### src/hdl/sida_pkg.sv
// ----------------------------------------------------------------------------
// sida_pkg
// Shared constants and types for the signed integer to decimal text core.
// ----------------------------------------------------------------------------
package sida_pkg;

  // Default width of the converted integer.
  localparam int VALUE_BITS_DEF     = 32;
  // Default number of magnitude bits folded into the BCD value per stage.
  localparam int BITS_PER_STAGE_DEF = 8;

  localparam int CHAR_W = 6;

  // Character codes, truncated to the six bits carried on the result port.
  localparam logic [CHAR_W-1:0] CHAR_ZERO  = 6'd48;
  localparam logic [CHAR_W-1:0] CHAR_MINUS = 6'd45;
  localparam logic [CHAR_W-1:0] CHAR_NINE  = 6'd57;

  // Control bits that travel with each request down the pipeline.
  typedef struct packed {
    logic vld;
    logic neg;
  } sida_ctl_t;

endpackage

### src/hdl/signed_int_to_decimal_ascii_core.sv
// ----------------------------------------------------------------------------
// signed_int_to_decimal_ascii_core
// Converts a signed two's-complement integer into its decimal ASCII text.
// ----------------------------------------------------------------------------
// Usage: drive in_value and raise start; the request is taken at a clock edge
// where start is high and busy is low. The core answers with a run of
// characters on out_char_code, most significant first, each shown for exactly
// one cycle with out_strobe high. A negative value begins with a minus sign,
// zero gives a single '0', and out_is_last marks the final character of the
// run. The most negative value prints through its unsigned magnitude.
//
// The request passes a capture stage, a negate stage, one
// shift-and-add-3 stage per BITS_PER_STAGE magnitude bits, a leading-digit
// stage and the serializer, which registers out_strobe and the character.
// Throughput: the serializer sends one character per cycle; the text of a
// request has 1 to 11 characters at the default width. Several requests can
// sit in the conversion stages meanwhile; busy rises when the serializer
// still has characters after the current one and the stage in front of it
// is full, and the whole pipeline then holds.
//
// Reset (rst_n low, synchronous) clears every valid bit; requests in flight
// are dropped and no strobe follows. The receiver cannot stall the output.
// ----------------------------------------------------------------------------
module signed_int_to_decimal_ascii_core
  import sida_pkg::*;
#(
  parameter int VALUE_BITS     = VALUE_BITS_DEF,
  parameter int BITS_PER_STAGE = BITS_PER_STAGE_DEF
) (
  input  logic                   clk,
  input  logic                   rst_n,
  input  logic                   start,
  output logic                   busy,
  input  logic [VALUE_BITS-1:0]  in_value,
  output logic                   out_strobe,
  output logic [CHAR_W-1:0]      out_char_code,
  output logic                   out_is_last
);

  // Decimal digits needed for 2^(VALUE_BITS-1), never fewer and possibly more.
  localparam int NDIG = (VALUE_BITS * 31) / 100 + 1;
  localparam int IDXW = (NDIG > 1) ? $clog2(NDIG) : 1;
  localparam int BCDW = 4 * NDIG;
  localparam int NST  = (VALUE_BITS + BITS_PER_STAGE - 1) / BITS_PER_STAGE;
  localparam int BINW = NST * BITS_PER_STAGE;

  // Pipeline advance: every stage before the serializer moves unless the
  // leading-digit stage holds a request that the serializer cannot take yet.
  logic en;
  logic emit_ready;

  sida_ctl_t              cap_ctl_r;
  logic [VALUE_BITS-1:0]  cap_val_r;
  sida_ctl_t              mag_ctl_r;
  logic [VALUE_BITS-1:0]  mag_r, mag_nxt;

  sida_ctl_t              ctl_s [NST+1];
  logic [BCDW-1:0]        bcd_s [NST+1];
  logic [BINW-1:0]        bin_s [NST+1];

  sida_ctl_t              lead_ctl;
  logic [BCDW-1:0]        lead_bcd;
  logic [IDXW-1:0]        lead_idx;

  assign en   = !lead_ctl.vld || emit_ready;
  assign busy = !en;

  // Capture stage: take the request and note the sign.
  always_ff @(posedge clk) begin
    if (!rst_n) begin
      cap_ctl_r <= '0;
    end else if (en) begin
      cap_ctl_r.vld <= start;
      cap_ctl_r.neg <= in_value[VALUE_BITS-1];
    end
  end

  always_ff @(posedge clk) begin
    if (en) begin
      cap_val_r <= in_value;
    end
  end

  // Magnitude stage: the negate wraps modulo 2^VALUE_BITS, which makes the
  // most negative value come out as its exact unsigned magnitude.
  assign mag_nxt = cap_ctl_r.neg ? (~cap_val_r + VALUE_BITS'(1)) : cap_val_r;

  always_ff @(posedge clk) begin
    if (!rst_n) begin
      mag_ctl_r <= '0;
    end else if (en) begin
      mag_ctl_r <= cap_ctl_r;
    end
  end

  always_ff @(posedge clk) begin
    if (en) begin
      mag_r <= mag_nxt;
    end
  end

  assign ctl_s[0] = mag_ctl_r;
  assign bcd_s[0] = '0;
  assign bin_s[0] = BINW'(mag_r);

  // Binary to BCD, BITS_PER_STAGE magnitude bits per registered stage.
  for (genvar g = 0; g < NST; g++) begin : g_dabble
    sida_dabble #(
      .BPS  (BITS_PER_STAGE),
      .BINW (BINW),
      .NDIG (NDIG)
    ) u_dabble (
      .clk     (clk),
      .rst_n   (rst_n),
      .en      (en),
      .in_ctl  (ctl_s[g]),
      .in_bcd  (bcd_s[g]),
      .in_bin  (bin_s[g]),
      .out_ctl (ctl_s[g+1]),
      .out_bcd (bcd_s[g+1]),
      .out_bin (bin_s[g+1])
    );
  end

  sida_lead #(
    .NDIG (NDIG),
    .IDXW (IDXW)
  ) u_lead (
    .clk      (clk),
    .rst_n    (rst_n),
    .en       (en),
    .in_ctl   (ctl_s[NST]),
    .in_bcd   (bcd_s[NST]),
    .out_ctl  (lead_ctl),
    .out_bcd  (lead_bcd),
    .out_lead (lead_idx)
  );

  // The serializer loads a new number in the cycle it sends the last
  // character of the previous one, so runs follow without a gap.
  sida_emit #(
    .NDIG (NDIG),
    .IDXW (IDXW)
  ) u_emit (
    .clk           (clk),
    .rst_n         (rst_n),
    .in_ctl        (lead_ctl),
    .in_bcd        (lead_bcd),
    .in_lead       (lead_idx),
    .ready         (emit_ready),
    .out_strobe    (out_strobe),
    .out_char_code (out_char_code),
    .out_is_last   (out_is_last)
  );

endmodule

### src/hdl/sida_dabble.sv
// ----------------------------------------------------------------------------
// sida_dabble
// One pipeline stage of the shift-and-add-3 binary to BCD conversion.
// ----------------------------------------------------------------------------
module sida_dabble
  import sida_pkg::*;
#(
  parameter int BPS  = BITS_PER_STAGE_DEF,
  parameter int BINW = VALUE_BITS_DEF,
  parameter int NDIG = 10
) (
  input  logic                clk,
  input  logic                rst_n,
  input  logic                en,
  input  sida_ctl_t           in_ctl,
  input  logic [4*NDIG-1:0]   in_bcd,
  input  logic [BINW-1:0]     in_bin,
  output sida_ctl_t           out_ctl,
  output logic [4*NDIG-1:0]   out_bcd,
  output logic [BINW-1:0]     out_bin
);

  localparam int BCDW = 4 * NDIG;

  sida_ctl_t         ctl_r;
  logic [BCDW-1:0]   bcd_r, bcd_nxt;
  logic [BINW-1:0]   bin_r, bin_nxt;

  // Fold the next BPS magnitude bits, most significant first, into the digits.
  always_comb begin
    bcd_nxt = in_bcd;
    bin_nxt = in_bin;
    for (int b = 0; b < BPS; b++) begin
      for (int d = 0; d < NDIG; d++) begin
        if (bcd_nxt[4*d +: 4] >= 4'd5) begin
          bcd_nxt[4*d +: 4] = bcd_nxt[4*d +: 4] + 4'd3;
        end
      end
      bcd_nxt = {bcd_nxt[BCDW-2:0], bin_nxt[BINW-1]};
      bin_nxt = {bin_nxt[BINW-2:0], 1'b0};
    end
  end

  always_ff @(posedge clk) begin
    if (!rst_n) begin
      ctl_r <= '0;
    end else if (en) begin
      ctl_r <= in_ctl;
    end
  end

  always_ff @(posedge clk) begin
    if (en) begin
      bcd_r <= bcd_nxt;
      bin_r <= bin_nxt;
    end
  end

  assign out_ctl = ctl_r;
  assign out_bcd = bcd_r;
  assign out_bin = bin_r;

endmodule

### src/hdl/sida_lead.sv
// ----------------------------------------------------------------------------
// sida_lead
// Pipeline stage that finds the most significant nonzero decimal digit.
// ----------------------------------------------------------------------------
module sida_lead
  import sida_pkg::*;
#(
  parameter int NDIG = 10,
  parameter int IDXW = 4
) (
  input  logic               clk,
  input  logic               rst_n,
  input  logic               en,
  input  sida_ctl_t          in_ctl,
  input  logic [4*NDIG-1:0]  in_bcd,
  output sida_ctl_t          out_ctl,
  output logic [4*NDIG-1:0]  out_bcd,
  output logic [IDXW-1:0]    out_lead
);

  sida_ctl_t          ctl_r;
  logic [4*NDIG-1:0]  bcd_r;
  logic [IDXW-1:0]    lead_r, lead_nxt;

  // Zero keeps index 0, so it prints as a single digit.
  always_comb begin
    lead_nxt = '0;
    for (int d = 1; d < NDIG; d++) begin
      if (in_bcd[4*d +: 4] != 4'd0) begin
        lead_nxt = IDXW'(d);
      end
    end
  end

  always_ff @(posedge clk) begin
    if (!rst_n) begin
      ctl_r <= '0;
    end else if (en) begin
      ctl_r <= in_ctl;
    end
  end

  always_ff @(posedge clk) begin
    if (en) begin
      bcd_r  <= in_bcd;
      lead_r <= lead_nxt;
    end
  end

  assign out_ctl  = ctl_r;
  assign out_bcd  = bcd_r;
  assign out_lead = lead_r;

endmodule

### src/hdl/sida_emit.sv
// ----------------------------------------------------------------------------
// sida_emit
// Serializer that sends one character per cycle from a converted number.
// ----------------------------------------------------------------------------
module sida_emit
  import sida_pkg::*;
#(
  parameter int NDIG = 10,
  parameter int IDXW = 4
) (
  input  logic               clk,
  input  logic               rst_n,
  input  sida_ctl_t          in_ctl,
  input  logic [4*NDIG-1:0]  in_bcd,
  input  logic [IDXW-1:0]    in_lead,
  output logic               ready,
  output logic               out_strobe,
  output logic [CHAR_W-1:0]  out_char_code,
  output logic               out_is_last
);

  logic               act_r;
  logic               neg_r;
  logic [IDXW-1:0]    idx_r;
  logic [4*NDIG-1:0]  bcd_r;
  logic               strobe_r;
  logic [CHAR_W-1:0]  char_r, char_nxt;
  logic               last_r, last_nxt;
  logic               load;

  // The current character is the last one when the sign is sent and the
  // lowest digit is up.
  assign last_nxt = act_r && !neg_r && (idx_r == '0);
  assign ready    = !act_r || last_nxt;
  assign load     = in_ctl.vld && ready;

  always_comb begin
    if (neg_r) begin
      char_nxt = CHAR_MINUS;
    end else begin
      char_nxt = CHAR_ZERO + CHAR_W'(bcd_r[4*idx_r +: 4]);
    end
  end

  always_ff @(posedge clk) begin
    if (!rst_n) begin
      act_r    <= 1'b0;
      strobe_r <= 1'b0;
      last_r   <= 1'b0;
    end else begin
      strobe_r <= act_r;
      last_r   <= last_nxt;
      if (load) begin
        act_r <= 1'b1;
      end else if (ready) begin
        act_r <= 1'b0;
      end
    end
  end

  always_ff @(posedge clk) begin
    char_r <= char_nxt;
    if (load) begin
      neg_r <= in_ctl.neg;
      idx_r <= in_lead;
      bcd_r <= in_bcd;
    end else if (act_r) begin
      if (neg_r) begin
        neg_r <= 1'b0;
      end else if (idx_r != '0) begin
        idx_r <= idx_r - IDXW'(1);
      end
    end
  end

  assign out_strobe    = strobe_r;
  assign out_char_code = char_r;
  assign out_is_last   = last_r;

endmodule

### config.mk
export PLATFORM = sky130hd
export DESIGN_NAME = signed_int_to_decimal_ascii_core
export DESIGN_NICKNAME = d
export VERILOG_FILES = /design/src/hdl/sida_pkg.sv /design/src/hdl/signed_int_to_decimal_ascii_core.sv /design/src/hdl/sida_dabble.sv /design/src/hdl/sida_lead.sv /design/src/hdl/sida_emit.sv
export SDC_FILE = /design/constraint.sdc
export NUM_CORES = 1
export LEC_CHECK = 0
export ABC_AREA = 0
export BUFFER_PORTS_ARGS = -buffer_cell sky130_fd_sc_hd__clkbuf_2
export CAP_MARGIN = 30
export CORE_ASPECT_RATIO = 1.2
export CORE_MARGIN = 4
export CORE_UTILIZATION = 55
export CTS_CLUSTER_SIZE = 12
export DETAILED_ROUTE_END_ITERATION = 16
export GPL_ROUTABILITY_DRIVEN = 1
export HOLD_SLACK_MARGIN = 0.03
export PLACE_DENSITY_LB_ADDON = 0.05
export SYNTH_ARGS = -nofsm -noshare
export SYNTH_HDL_FRONTEND = slang
export SYNTH_SLANG_ARGS = --single-unit
### constraint.sdc
create_clock -name clk -period 14.8 [get_ports clk]
set_input_delay 2.22 -clock clk [delete_from_list [all_inputs] [get_ports clk]]
set_output_delay 2.22 -clock clk [all_outputs]
set_load 0.05 [all_outputs]
* Yosys cells after proc, flatten, opt, wreduce, memory -nomap -nowiden
Index checks and enable logic that the tools add are counted.
** Word-level totals
- Register bits :: 372
- Input port bits :: 35
- Logic and storage cells :: 877
** Operators by class
- Add/subtract/negate cells :: 268
- Magnitude comparators :: 265
- Equal/unequal tests :: 1
- Shifts and indexed selects :: 1
- Mux-type cells :: 282
- Bitwise logic cells :: 1
- Reductions and logical operators :: 25
** Operator list (count)
- 4-bit by 3-bit greater-or-equal comparator with 1-bit output, second input constant :: 255
- 4-bit two-way mux :: 246
- 4-bit by 2-bit adder with 4-bit output, second input constant :: 234
- 3-bit two-way mux :: 26
- 3-bit by 2-bit adder with 3-bit output, second input constant :: 21
- 4-bit nonzero test :: 10
- 40-bit by 7-bit variable part select with 4-bit output :: 1
- 32-bit by 1-bit adder with 32-bit output, second input constant :: 1
- 32-bit two-way mux :: 1
- 32-bit NOT :: 1
- 1-bit by 2-bit adder with 3-bit output, second input constant :: 9
- 1-bit by 3-bit greater-or-equal comparator with 1-bit output, second input constant :: 9
- 1-bit two-way mux :: 7
- 5-bit by 5-bit adder with 6-bit output, first input constant :: 1
- 2-bit nonzero test :: 3
- 1-bit logical NOT :: 4
- 4-bit logical NOT :: 1
- 2-bit two-way mux :: 2
- 4-bit by 1-bit subtractor with 4-bit output, second input constant :: 1
- 1-bit by 2-bit adder with 3-bit output, both inputs constant :: 1
- 1-bit by 3-bit greater-or-equal comparator with 1-bit output, both inputs constant :: 1
- 1-bit logical AND :: 3
- 3-bit AND reduction :: 1
- 1-bit logical OR :: 2
- 2 further kinds :: 2

* Logic depth before layout (Yosys ltp)
- Depth in word-level cells :: 16
- Mapped depth :: 38

* Cells and area by module
A second synthesis with hierarchy kept.
** Second synthesis, totals
- Cells, all modules :: 7660
- Area, all modules :: 60221.5 µm²
** By module, submodules not included
- sida_dabble :: times used 4, cells an instance 1820, area an instance 13430.4 µm², seq. area each 1961.9 µm²
- signed_int_to_decimal_ascii_core :: times used 1, cells an instance 184, area an instance 2841.5 µm², seq. area each 2001.9 µm²
- sida_emit :: times used 1, cells an instance 124, area an instance 2123.3 µm², seq. area each 1511.4 µm²
- sida_lead :: times used 1, cells an instance 72, area an instance 1535.2 µm², seq. area each 1361.3 µm²

* Worst setup path after synthesis
No wires, ideal clock.
- Kind :: register to register
- From :: reg u_emit.idx_r[0]
- To :: reg cap_val_r[0], enable pin
- Library setup time :: 722 ps
- Arrival time :: 9125 ps
- Data required time :: 14078 ps
- Path slack :: 4952 ps
- Stages on the path, launching flop included :: 10
- Buffers on the path :: 3
- Cells stage by stage :: edfxtp_1 -> clkbuf_1 -> buf_1 -> inv_1 -> ha_1 -> or3b_2 -> nand2b_1 -> and2_1 -> nand2_1 -> buf_1
** Between the ends
- Word-level cells in the longest chain between the ends :: 4
** Ends and longest elaborated chain
- from (decl) :: RTL line sida_emit.sv:24 : logic [IDXW-1:0] idx_r;
- from (signal assigned) :: RTL line sida_emit.sv:65 : idx_r <= in_lead;
- from (signal assigned) :: RTL line sida_emit.sv:71 : idx_r <= idx_r - IDXW'(1);
- 4-bit logical NOT :: RTL line sida_emit.sv:33 : assign last_nxt = act_r && !neg_r && (idx_r == '0);
- 1-bit logical AND :: RTL line sida_emit.sv:33
- 1-bit logical OR :: RTL line sida_emit.sv:34 : assign ready = !act_r || last_nxt;
- 1-bit logical OR :: RTL line signed_int_to_decimal_ascii_core.sv:65 : assign en = !lead_ctl.vld || emit_ready;
- to (signal assigned) :: RTL line signed_int_to_decimal_ascii_core.sv:80 : cap_val_r <= in_value;
- to (decl) :: RTL line signed_int_to_decimal_ascii_core.sv:53 : logic [VALUE_BITS-1:0] cap_val_r;
No other way between the ends.
A chain may end at the register's enable or synchronous reset.

* Worst setup path after layout
- From :: reg g_dabble[1].u_dabble.bcd_r[16]
- To :: reg g_dabble[2].u_dabble.bcd_r[28], data pin
** Between the ends
- Word-level cells in the longest chain between the ends :: 16
** Ends and longest elaborated chain
- from (decl) :: RTL line sida_dabble.sv:26 : logic [BCDW-1:0] bcd_r, bcd_nxt;
- from (signal assigned) :: RTL line sida_dabble.sv:54 : bcd_r <= bcd_nxt;
- 4-bit by 2-bit adder with 4-bit output or 4-bit by 3-bit greater-or-equal comparator with 1-bit output (tied branches) :: RTL line sida_dabble.sv:36, sida_dabble.sv:35
- 4-bit two-way mux (*) :: RTL line sida_dabble.sv:35 : if (bcd_nxt[4*d +: 4] >= 4'd5) begin
- 4-bit by 2-bit adder with 4-bit output or 4-bit by 3-bit greater-or-equal comparator with 1-bit output (tied branches) :: RTL line sida_dabble.sv:36, sida_dabble.sv:35
- 4-bit two-way mux :: RTL line sida_dabble.sv:35
- 4-bit by 2-bit adder with 4-bit output or 4-bit by 3-bit greater-or-equal comparator with 1-bit output (tied branches) :: RTL line sida_dabble.sv:36, sida_dabble.sv:35
- 4-bit two-way mux :: RTL line sida_dabble.sv:35
- 4-bit by 2-bit adder with 4-bit output or 4-bit by 3-bit greater-or-equal comparator with 1-bit output (tied branches) :: RTL line sida_dabble.sv:36, sida_dabble.sv:35
- 4-bit two-way mux :: RTL line sida_dabble.sv:35
- 4-bit by 2-bit adder with 4-bit output or 4-bit by 3-bit greater-or-equal comparator with 1-bit output (tied branches) :: RTL line sida_dabble.sv:36, sida_dabble.sv:35
- 4-bit two-way mux :: RTL line sida_dabble.sv:35
- 4-bit by 2-bit adder with 4-bit output or 4-bit by 3-bit greater-or-equal comparator with 1-bit output (tied branches) :: RTL line sida_dabble.sv:36, sida_dabble.sv:35
- 4-bit two-way mux :: RTL line sida_dabble.sv:35
- 4-bit by 2-bit adder with 4-bit output or 4-bit by 3-bit greater-or-equal comparator with 1-bit output (tied branches) :: RTL line sida_dabble.sv:36, sida_dabble.sv:35
- 4-bit two-way mux :: RTL line sida_dabble.sv:35
- 4-bit by 2-bit adder with 4-bit output or 4-bit by 3-bit greater-or-equal comparator with 1-bit output (tied branches) :: RTL line sida_dabble.sv:36, sida_dabble.sv:35
- 4-bit two-way mux (*) :: RTL line sida_dabble.sv:35
- via g_dabble[2].u_dabble.bcd_nxt[28] :: RTL line sida_dabble.sv:26
- to (signal assigned) :: RTL line sida_dabble.sv:54
- to (decl) :: RTL line sida_dabble.sv:26
The timed path passes the listed nets; every way through them passes the cells marked *.

==> flow_summary.ini <==
[status]
status = finished clean

[floorplanning]
coreArea_um2 = 52840
rows = 92
die_x_um = 219.5
pin_count = 44
fp.dieH_um = 261.8
dieArea_um2 = 57470
start_util = 0.5589

[route]
drt-pass1-iter-count = 5
drcViolationCount = 0
wl_per_cell_um = 14.97
dr_total_vias = 24460
viasPerCell = 6.049
wirelength_mm = 60.56
drtAntennaViolNets = 0
drtIter0Drc = 1655

[timing]
rsz0062_at_grt = false
period_needed_ns = 7.539
hold_viol = 0
tightest_slew_ns = 1.001
setup_ws_ns = 7.261
fin_setup_tns_ns = 0
fin_crit_sh = 0.5094
setup_viol = 0
worst_hold_slack_ns = 0.4139
relSlewSlack = 0.3282
drv_slew = 0
fmax_mhz = 132.6
clock_skew_ns = 0.02323

[cts]
cts_buffer_depth = 3
cts_inserted_buffers = 36
cts_hold_buf = 0
cts_tree = built
clk_pin_slew_ns = 0.06
clock_latency_ns = 0.55
clock_sinks = 325
h-tree-depth = 2
cts_setup_buffers = 0
cts_resized = 0
root_buffer = clkbuf_16

[synth]
ys_seq_elements = 325
synthCells = 3307
synthAdderAreaFrac = 0.06263
synth_simple_gate_area_share = 0.1766
syn_area_um2 = 29530
yosysWarnings = 0
ys.flop_type = edfxtp_1
async_flop_share = 0
synth-compound-area-share = 0.2744
seq_area_frac_synth = 0.3231
syn_avg_cell_area_um2 = 8.929
synth_xor_area_frac = 0.05953
synth_nets = 3489
synth_top_family_by_area = compound AO/OA/AOI/OAI gates
synthMuxAreaShare = 0.06178
synth.distinct_cells = 136
synth_edf_count = 303

[setup_path]
start_kind = flip-flop
path_delay_family = compound AO/OA/AOI/OAI gates
cp_max_fo = 7
crit_type = flip-flop to flip-flop
cp.required_ns = 15.09
cpMaxStageDelayCell = edfxtp_1
critPathMaxStageDelay_ns = 0.46
crit_buf_inv = 4
endpoint_kind = flip-flop
crit_arrival_ns = 7.83
critPathMostFrequentCell = ha_1

[layout]
fillers = 4547
utilization = 0.5956
area_delta_synth_final_pct = 6.568
final_cell_mix = edfxtp_1 (303), nand2_1 (269), nor2_1 (255)
nets = 3499
layout_commonest_cell = edfxtp_1
drive_above_1_share = 0.1177
antenna_cells = 0

[grt]
grt_pass1_wl_mm = 103.3
antenna_found_initial = 0
grt_pass1_vias = 23500
grt_max_degree = 75
grtUsageTotal = 0.2055
gr-total-overflow = 0

[placement]
io_buffers = 42
routabilityCongestion = 0.8260
dp_hpwl_mm = 45.80
pre_cts_slack_ns = 7.338

[min_path]
min_path_type = flip-flop to flip-flop

[run]
drv_cap = 0
## final timing paths
path	startpoint	endpoint	slack, ns	depth (start not counted)
max	g_dabble[1].u_dabble.out_bcd[16]$_DFFE_PN_	g_dabble[2].u_dabble.out_bcd[28]$_DFFE_PN_	7.26	32
min	g_dabble[1].u_dabble.out_bin[19]$_DFFE_PN_	g_dabble[2].u_dabble.out_bin[27]$_DFFE_PN_	0.41	0
max reg2reg	g_dabble[1].u_dabble.out_bcd[16]$_DFFE_PN_	g_dabble[2].u_dabble.out_bcd[28]$_DFFE_PN_	7.26	32
min reg2reg	g_dabble[1].u_dabble.out_bin[19]$_DFFE_PN_	g_dabble[2].u_dabble.out_bin[27]$_DFFE_PN_	0.41	0
## cells in the mapped netlist, types with 23 or more instances
cell type,count,share of area
and2_1,51,0.011
nor2b_1,37,0.0078
o21a_1,49,0.012
edfxtp_1,303,0.31
clkbuf_1,58,0.0074
nor3_1,73,0.012
o21ai_0,187,0.032
o21ai_1,48,0.0081
a211oi_1,44,0.011
mux2i_1,81,0.027
nand2b_1,70,0.015
xor2_1,31,0.0092
a21o_1,43,0.011
or3_1,23,0.0049
a31oi_1,57,0.012
a21boi_0,28,0.0071
xnor2_1,109,0.032
o31ai_1,27,0.0069
mux2_2,50,0.019
ha_1,147,0.062
nor2_1,255,0.032
nand2_1,270,0.034
a22oi_1,24,0.0061
o211ai_1,43,0.011
o22ai_1,36,0.0076
or2_2,30,0.0064
nand3_1,82,0.014
a21oi_1,234,0.040
inv_1,216,0.027
## stage by stage
| stage | instances | instance area, um2 |
|---|---|---|
| finish | 4044 | 31470 |
| detailed placement | 3982 | 30360 |
| global placement | 3982 | 30360 |
| global route | 4044 | 31470 |
| floorplan | 3307 | 29530 |
| CTS | 4042 | 31450 |
## routing by layer
layer,vias up,share of wire,track usage
li1,12480,-,-
met1,11520,0.43,0.2375
met5,-,0,0
met3,84,0.028,0.02267
met2,380,0.52,0.3959
met4,0,0.026,0.06234
## state kept, by name (all words and copies together) (netlist names)
name	cells
cap_val_r	32
u_lead.out_ctl	2
u_lead.out_bcd	40
cap_ctl_r	2
g_dabble.u_dabble.out_bcd	102
u_emit.neg_r	1
u_emit.out_char_code	5
u_lead.out_lead	4
g_dabble.u_dabble.out_ctl	8
mag_r	32
u_emit.out_is_last	1
u_emit.out_strobe	1
u_emit.act_r	1
g_dabble.u_dabble.out_bin	48
u_emit.idx_r	4
ctl_s	2
u_emit.bcd_r	40
## final cells by class
class | count | area, um2 | area share
multi-input cells | 2663 | 18760 | 0.5962
well taps | 705 | 882.1 | 0.02803
flip-flops and latches | 325 | 9539 | 0.3031
repair buffers | 54 | 305.3 | 0.009702
clock buffers | 47 | 952.2 | 0.03026
inverters | 237 | 890.9 | 0.02831
clock inverters | 13 | 136.4 | 0.004334
## kinds of logic (layout without fill, tap and decap cells)
| kind of cell | Yosys count | after routing |
|---|---|---|
| adders and majority gates | 148 | 148 |
| xor gates and xnor gates | 170 | 170 |
| AOI/OAI and AO/OA | 1143 | 1143 |
| buffers and inverters | 319 | 351 |
| DFF | 325 | 325 |
| other | 1 | 1 |
| and+or+nand+nor | 1045 | 1045 |
| muxes | 156 | 156 |
## worst reg2reg max path, delay by kind of cell, from the launching register on
family,cells,cell delay [ns]
buf+inv,4,0.34
xor+xnor,5,1.43
flops,1,0.46
simple gates,5,1.04
fa+ha+maj,6,1.32
compound gates,11,2.52
mux,1,0.17
Power is not shown: default switching activity piles up to over one toggle a cycle in this logic, so the estimate is an artifact.
